`src/rtl/pcis_pkg.sv`:
```
// Package for the per-channel interval statistics block.
// Holds widths, constants and the controller/datapath command and status types.
package pcis_pkg;

  localparam int unsigned Channels = 8;
  localparam int unsigned ChW = 3;
  localparam int unsigned DivSteps = 64;
  localparam logic [31:0] ReportIntervalReset = 32'd60000;

  localparam logic KindSample = 1'b0;
  localparam logic KindTick = 1'b1;

  typedef enum logic [5:0] {
    StIdle   = 6'b000001,
    StSample = 6'b000010,
    StCheck  = 6'b000100,
    StDivide = 6'b001000,
    StFinish = 6'b010000,
    StNext   = 6'b100000
  } state_e;

  typedef struct packed {
    logic load_item;
    logic do_sample;
    logic tick_time;
    logic start_check;
    logic div_start;
    logic div_step;
    logic div_finish;
    logic clear_chan;
    logic next_chan;
  } cmd_t;

  typedef struct packed {
    logic is_tick;
    logic due;
    logic has_count;
    logic div_done;
    logic last_chan;
  } status_t;

endpackage

```
`src/rtl/pcis_ctrl.sv`:
```
// Controller: sequences sample updates, the channel scan of a tick, the
// divider steps and the hand-off to the output register. Depends on pcis_pkg.
module pcis_ctrl import pcis_pkg::*; (
  input  logic    clk_i,
  input  logic    rst_ni,
  input  logic    in_valid_i,
  output logic    in_stall_o,
  output logic    out_valid_o,
  input  logic    out_stall_i,
  output logic    out_free_o,
  input  status_t status_i,
  output cmd_t    cmd_o
);

  state_e state_q, state_d;
  logic   ovalid_q, ovalid_d;
  logic   out_free;

  assign out_free = !ovalid_q || !out_stall_i;
  assign out_free_o = out_free;
  assign out_valid_o = ovalid_q;
  assign in_stall_o = state_q != StIdle;

  always_comb begin
    state_d = state_q;
    ovalid_d = ovalid_q && out_stall_i;
    cmd_o = '0;
    unique case (state_q)
      StIdle: begin
        if (in_valid_i) begin
          cmd_o.load_item = 1'b1;
          state_d = StSample;
        end
      end
      StSample: begin
        if (status_i.is_tick) begin
          cmd_o.tick_time = 1'b1;
          cmd_o.start_check = 1'b1;
          state_d = StCheck;
        end else begin
          cmd_o.do_sample = 1'b1;
          state_d = StIdle;
        end
      end
      StCheck: begin
        if (status_i.due) begin
          cmd_o.div_start = 1'b1;
          state_d = status_i.has_count ? StDivide : StNext;
        end else begin
          state_d = StNext;
        end
      end
      StDivide: begin
        cmd_o.div_step = 1'b1;
        if (status_i.div_done) state_d = StFinish;
      end
      StFinish: begin
        // The report goes out once the output register is free.
        cmd_o.div_finish = 1'b1;
        if (out_free) begin
          ovalid_d = 1'b1;
          cmd_o.clear_chan = 1'b1;
          state_d = StNext;
        end
      end
      StNext: begin
        if (status_i.last_chan) begin
          state_d = StIdle;
        end else begin
          cmd_o.next_chan = 1'b1;
          state_d = StCheck;
        end
      end
      default: state_d = StIdle;
    endcase
  end

  always_ff @(posedge clk_i or negedge rst_ni) begin
    if (!rst_ni) begin
      state_q <= StIdle;
      ovalid_q <= 1'b0;
    end else begin
      state_q <= state_d;
      ovalid_q <= ovalid_d;
    end
  end

endmodule
```
`config.mk`:
```
export PLATFORM = sky130hd
export DESIGN_NAME = pcis_ctrl
export DESIGN_NICKNAME = d
export VERILOG_FILES = /design/src/rtl/pcis_pkg.sv /design/src/rtl/pcis_ctrl.sv
export SDC_FILE = /design/constraint.sdc
export NUM_CORES = 1
export LEC_CHECK = 0
export ABC_AREA = 1
export BUFFER_PORTS_ARGS = -buffer_cell sky130_fd_sc_hd__buf_2
export CORE_AREA = 4 4 41 43
export CTS_CLUSTER_DIAMETER = 30
export CTS_CLUSTER_SIZE = 40
export DETAILED_ROUTE_END_ITERATION = 6
export DIE_AREA = 0 0 45 47
export SETUP_SLACK_MARGIN = 0.15
export SYNTH_ARGS = -nofsm -noshare
export SYNTH_HDL_FRONTEND = slang
export SYNTH_SLANG_ARGS = --single-unit
```
`constraint.sdc`:
```
create_clock -name clk_i -period 1.42 [get_ports clk_i]
set_input_delay 0 -clock clk_i [delete_from_list [all_inputs] [get_ports clk_i]]
set_output_delay 0 -clock clk_i [all_outputs]
set_load 0.005 [all_outputs]
```
* Yosys cells after proc, flatten, opt, wreduce, memory -nomap -nowiden
Index checks and enable logic that the tools add are counted.
Storage, ports and cells: bits in registers 7, input port bits 9, output and inout port bits 12, logic and storage cells 39
Cells by class: equality and inequality tests 10, muxes and demuxes 22, reduce and logical (&&, ||, !) cells 5
Operators with widths (count):
- 6-bit one-hot mux with 6 select lines | 1
- 6-bit two-way mux | 5
- 1-bit two-way mux | 11
- 3-bit two-way mux | 3
- 6-bit by 1-bit == test with 1-bit output (second input constant) | 1
- 6-bit by 2-bit == test with 1-bit output (second input constant) | 1
- 6-bit by 3-bit == test with 1-bit output (second input constant) | 1
- 6-bit by 4-bit == test with 1-bit output (second input constant) | 1
- 6-bit by 5-bit == test with 1-bit output (second input constant) | 1
- 6-bit == test (second input constant) | 1
- 2-bit inequality test (second input constant) | 3
- 6-bit by 1-bit inequality test with 1-bit output (second input constant) | 1
- 2-bit two-way mux | 2
- 3-bit AND reduction | 1
- 1-bit zero test | 2
- 1-bit logical AND | 1
- 1-bit logical OR | 1

* Depth between registers and ports, before layout
Gate-level depths: netlist of the first run.
depth after elaboration 4, depth in mapped cells 7, gate-level depth less buffers 7

* Worst setup path before layout of the first run
OpenSTA, ideal clock, no wires.
path kind reg-to-reg, from reg state_q[0], to reg state_q[5], setup time 0.117 ns, arrival time 0.999 ns, required time 1.303 ns, path slack 0.305 ns, cell stages (with the launch flop) 8, buffers on the path 0, clock period less this slack 1.115 ns, cells stage by stage dfstp_2 inv_2 nand2_2 nor2_4 nand2_2 clkinv_1 nor2_1 nor2_1
On the way: word-level cells in the longest chain between the ends 3
RTL lines:
- from (decl) | line pcis_ctrl.sv:15 | state_e state_q, state_d;
- from (signal assigned) | line pcis_ctrl.sv:80 | state_q <= StIdle;
- from (signal assigned) | line pcis_ctrl.sv:83 | state_q <= state_d;
- 6-bit by 4-bit == test with 1-bit output, or another cell as far along | line pcis_ctrl.sv:28 | unique case (state_q)
- 2-bit inequality test (no source line)
- 3-bit AND reduction (no source line)
Several ways; a longest one is shown, not always the timed one. A chain may end at the register's enable or synchronous reset.

==> summary.txt, run 1 <==
Status
  • Status: finished clean

Clock tree
  • Insertion delay to the later sink of the worst-skew pair: 0.25 ns
  • CTS Sinks: 7
  • CTS tree: done
  • CTS root buffer: clkbuf_4
  • H-tree depth: 1
  • CTS buffer count: 3
  • Bufs on Longest Clock Path: 2
  • Clock transition at the registers of the reported paths: 0.05 ns

Worst setup path
  • RR Startpoint: state_q[0]
  • CP max-delay cell: dfrtp_1
  • R2R Path End: state_q[4]
  • Crit path arrival time: 1.25 ns
  • Req. time, crit path: 1.42 ns
  • Register-to-Register Path Depth: 6
  • CP Cell Sequence: inv_2 > nand2_4 > nor2_4 > nand2_2 > nor2_1 > buf_2
  • R2r setup slk: 0.22 ns
  • Worst Setup SP: state_q[1]
  • Slowest stage delay, CP: 0.40 ns
  • Crit path max fanout: 4
  • Kind of critical path: reg -> out
  • Startpoint Class: flip-flop
  • Crit. End Element: output port
  • Worst Setup EP: cmd_o[1]

Floorplanning
  • Initial Util: 37.0%
  • IO Count: 21
  • DIE AREA: 2120 sq um
  • Std cell rows: 13
  • Core area: 1300 sq um
  • Die H: 47 microns
  • Die W: 45 microns

Layout
  • Fillcell total: 143
  • Diode count: 0
  • Layout area overhead: 52.5%
  • NumNets Final: 115
  • Layout cells sized above 1: 49.5%
  • Finished Layout Cells: 120

Drt
  • Initial DRC count: 8
  • Routed wire length: 1.20 mm
  • Antenna viol nets, final: 0
  • Total number of vias: 547
  • Pre-Repair DR Iteration Count: 4
  • DRC: 0
  • Vias per cell: 4.56
  • Post-DR wirelength/cell: 10.0 microns

STA
  • RSZ-0062 raised after global routing: true
  • Final Hold Fails: 0
  • Final-report setup violation count: 0
  • Fin crit period: 1.25 ns
  • Max Slew Vio Count: 0
  • Fmax: 800 MHz
  • Clock skew: 0.00124 ns
  • Setup TNS Final: 0 ns
  • Slew headroom: 83.7%
  • Worst-Margin Slew: 0.244 ns
  • Hold_ws: 0.0123 ns
  • Final period util: 88.0%

Logic synthesis
  • Post-Synthesis Cells: 73
  • Synth Register Bits: 7
  • Post-synthesis sequential area ratio: 36.6%
  • Syn Area/Cell: 6.60 sq um
  • Yosys cell types: 16
  • Synth warn: 0
  • Syn_nets: 82
  • Post-Syn Area: 482 sq um

Placement
  • # port buffers: 20
  • DP Cell Count: 107
  • Routability cong.: 0.755
  • Hpwl dp: 974 microns

GRT
  • Largest net degree at the start of global routing: 8
  • Total gr overflow: 0
  • First-pass GRT wire length: 1.99 mm
  • Initial antenna violation count: 0
  • Number of global-route vias before repair: 489
  • GRT Total Usage: 13.7%

Power
  • Power Dens Cells: 1220 nW/um^2
  • Leakage: 0.000450 uW
  • Max VDD drop: 0.000542 V

Job
  • Max-cap violations: 0

Min path
  • Hold WC Path Type: in -> reg
==> stage by stage <==
step	util, %	total power [uW]	worst slack [ns]	cell area [sq um]
global route	56.4	968	0.106	734
floorplan	-	515	0.305	482
detailed placement	45.6	601	0.245	593
global placement	45.6	603	0.251	593
CTS	51.8	826	0.152	674
finish	56.4	899	0.170	734
==> flip-flops by register name, indices dropped and copies added (netlist names) <==
register	count
out_valid_o	1
state_q	6
==> report_power, final <==
group | internal, uW | total [uW] | switching, uW
Clock | 107 | 179 | 71.5
Sequential | 241 | 269 | 27.8
Combinational | 201 | 452 | 251
==> worst min path at each step <==
stage	endpoint	from	depth (start not counted)
finish	out_valid_o	out_stall_i	3
global route	out_valid_o	out_stall_i	3
CTS	out_valid_o	out_stall_i	3
detailed placement	state_q[4]	rst_ni	1
global placement	out_valid_o	rst_ni	1
floorplan	out_valid_o	rst_ni	0
==> layer usage <==
layer	vias to the layer above	share of wire [%]	routed length [microns]	GRT usage (%)
li1	287	-	-	-
met4	0	2.6	31	10.5
met1	236	43	515	15.8
met5	-	0	0	0
met3	4	7.0	84	3.83
met2	20	47	570	21.5
==> synthesized netlist by cell type (all sizes together) <==
master | count | share of area (%)
clkinv | 1 | 0.78
nand3 | 6 | 6.2
o21ai | 5 | 5.2
dfrtp | 6 | 31
dfstp | 1 | 5.5
nor2 | 21 | 21
inv | 15 | 12
nand4 | 2 | 2.6
o22ai | 1 | 1.3
nand2 | 14 | 14
buf | 1 | 1.6
==> kinds of logic after synthesis <==
family | synth area share [%]
AOI/OAI and AO/OA | 6.49
DFF | 36.6
and+or+nand+nor | 42.9
buffers and inverters | 14.0
==> cells in the final DEF, fill, tap and decap left out, types with 4 or more instances in the layout <==
cell type / instances
buf_2: 20
buf_4: 6
dfrtp_1: 6
inv_1: 9
inv_2: 7
nand2_1: 6
nand2_2: 5
nand3_1: 6
nor2_1: 14
nor2_4: 4
o21ai_0: 4
==> layout make-up <==
type	count	area (sq um)	share of cell area (%)
Sequential cell	7	176	24.0
Multi-Input combinational cell	49	278	37.8
Tap cell	15	18.8	2.56
Clock buffer	4	26.3	3.58
Inverter	16	60.1	8.18
Timing Repair Buffer	29	175	23.9
==> repair_timing <==
action / CTS / global route
buffers inserted: 1 / 5
setup endpoints to repair: 4 / 8
gates resized for setup: 5 / 8
hold buffers: 3 / 0
hold endpoints to repair: 9 / 0
pin swaps: 3 / 8
==> worst max-delay path, delay by kind of cell, from the launching register on <==
kind	cells	cell delay, ns
flops	1	0.40
simple gates	4	0.40
buf+inv	2	0.21
Note: power is estimated with default switching activity, not from simulation.
==> run 2: changes to the inputs <==
- CORE_AREA: 4 4 41 43 -> 8 8 45 47
- DIE_AREA: 0 0 45 47 -> 0 0 53 55
- PLACE_DENSITY: not set -> 0.62
==> summary.txt, run 2 (synthesis gave the netlist of run 1 again) <==
Min path
  • Hold Crit Start: in_valid_i
  • Hold WC Path Type: in -> reg

STA
  • Fin crit period: 1.27 ns
  • Max Slew Vio Count: 0
  • Final period util: 89.5%
  • Slew headroom: 85.6%
  • Final Hold Fails: 0
  • Clock skew: 0.000960 ns
  • Fmax: 787 MHz
  • Final-report setup violation count: 0
  • Final worst slack: 0.149 ns
  • Setup TNS Final: 0 ns
  • RSZ-0062 raised after global routing: true
  • Worst-Margin Slew: 0.216 ns

Clock tree
  • CTS buffer count: 3
  • Clock transition at the registers of the reported paths: 0.05 ns
  • CTS tree: done
  • H-tree depth: 1
  • Insertion delay to the later sink of the worst-skew pair: 0.25 ns
  • CTS root buffer: clkbuf_4
  • Bufs on Longest Clock Path: 2
  • CTS Sinks: 7

Power
  • Sw frac: 39.7%
  • Max VDD drop: 0.000606 V
  • Sw power: 347 uW
  • Power Dens Cells: 1200 nW/um^2
  • Leakage: 0.000443 uW
  • Comb power frac: 48.3%
  • Clock power share: 20.6%
  • Power Internal: 527 uW
  • Sequential Power Share: 31.1%

Drt
  • Initial DRC count: 8
  • Vias per cell: 4.46
  • Total number of vias: 535
  • Antenna viol nets, final: 0
  • Pre-Repair DR Iteration Count: 4
  • DRC: 0
  • Post-DR wirelength/cell: 10.9 microns
  • Routed wire length: 1.30 mm

GRT
  • Number of global-route vias before repair: 483
  • GRT Total Usage: 9.01%
  • Largest net degree at the start of global routing: 8
  • First-pass GRT wire length: 1.94 mm
  • Total gr overflow: 0
  • Initial antenna violation count: 0

Floorplanning
  • Die H: 55 microns
  • DIE AREA: 2920 sq um
  • Std cell rows: 14
  • Core area: 1380 sq um
  • Initial Util: 34.8%
  • IO Count: 21
  • Die W: 53 microns

Layout
  • Register area: 176 sq um
  • Layout area overhead: 51.4%
  • Most frequent cells in the layout: buf_2 (19), nor2_1 (11), inv_2 (8), inv_1 (8)
  • Max FFs per register: 6
  • Biggest register: state_q
  • Fillcell total: 146
  • Multi-input logic area: 273 sq um
  • NumNets Final: 114
  • Diode count: 0
  • Commonest non-fill, non-tap cell in the layout: buf_2
  • Fin util: 52.7%
  • Finished Layout Cells: 120
  • Layout cells sized above 1: 51.9%

Placement
  • # port buffers: 20
  • Pre-CTS worst setup slack: 0.259 ns
  • Routability cong.: 0.743
  • Hpwl dp: 968 microns
  • DP Cell Count: 108

Worst setup path
  • Crit path max fanout: 4
  • Crit path arrival time: 1.27 ns
  • Startpoint Class: flip-flop
  • Req. time, crit path: 1.42 ns
  • R2r setup slk: 0.24 ns
  • R2R Path End: state_q[4]
  • Worst Setup SP: state_q[1]
  • Worst Setup EP: cmd_o[1]
  • Kind of critical path: reg -> out
  • RR Startpoint: state_q[5]
  • Register-to-Register Path Depth: 7
  • Crit. End Element: output port

Status
  • Status: finished clean

Job
  • Max-cap violations: 0
[run 2: final cells by class]
cell class | instances | area share, %
Tap cell | 16 | 2.74
Timing Repair Buffer | 28 | 23.8
Multi-Input combinational cell | 49 | 37.4
Sequential cell | 7 | 24.2
Clock buffer | 4 | 3.60
Inverter | 16 | 8.23
[run 2: worst max-delay path: stages, from the launching register on]
cell and delay, ns:
dfrtp_1 0.41, inv_2 0.10, nand2_4 0.07, nor2_4 0.15
nand2_2 0.10, nor2_2 0.08, buf_2 0.11
[run 2: how the worst min path moves through the flow]
stage | to | slack, ns | cells past startpoint
2_1_floorplan | out_valid_o | -0.30 | 0
4_1_cts | state_q[1] | 0.003 | 3
3_3_place_gp | state_q[2] | -0.16 | 1
3_5_place_dp | state_q[3] | -0.15 | 1
5_1_grt | state_q[1] | 0.03 | 3
6_report | state_q[1] | 0.009 | 3
[run 2: repair_timing]
action	4_1_cts	5_1_grt
hold buffers	3	0
pin swaps	0	6
gates resized for setup	1	14
setup endpoints to repair	4	10
hold endpoints to repair	9	0
buffers inserted	0	5
[run 2: power by group through the flow]
| stage | registers [uW] | logic, uW | clock network [uW] |
|---|---|---|---|
| final | 272 | 422 | 180 |
| after global routing | 274 | 470 | 208 |
| after CTS | 265 | 347 | 191 |
| after detailed placement | 268 | 334 | 0 |
| after global placement | 267 | 334 | 0 |
| after floorplan | 265 | 250 | 0 |
[run 2: layer usage]
layer / up-vias / global-route usage [%] / share of wire [%]
met5: - / 0 / 0
met4: 0 / 7.76 / 3.7
met2: 16 / 14.6 / 50
met1: 232 / 10.0 / 40
li1: 283 / - / -
met3: 4 / 1.60 / 6.0
[run 2: metrics by stage]
step / hold WS, ns / area (sq um) / total power (uW)
final: 0.00930 / 729 / 874
after detailed placement: -0.149 / 594 / 602
after floorplan: -0.296 / 482 / 515
after CTS: 0.00254 / 656 / 803
after global routing: 0.0320 / 729 / 952
after global placement: -0.157 / 594 / 601
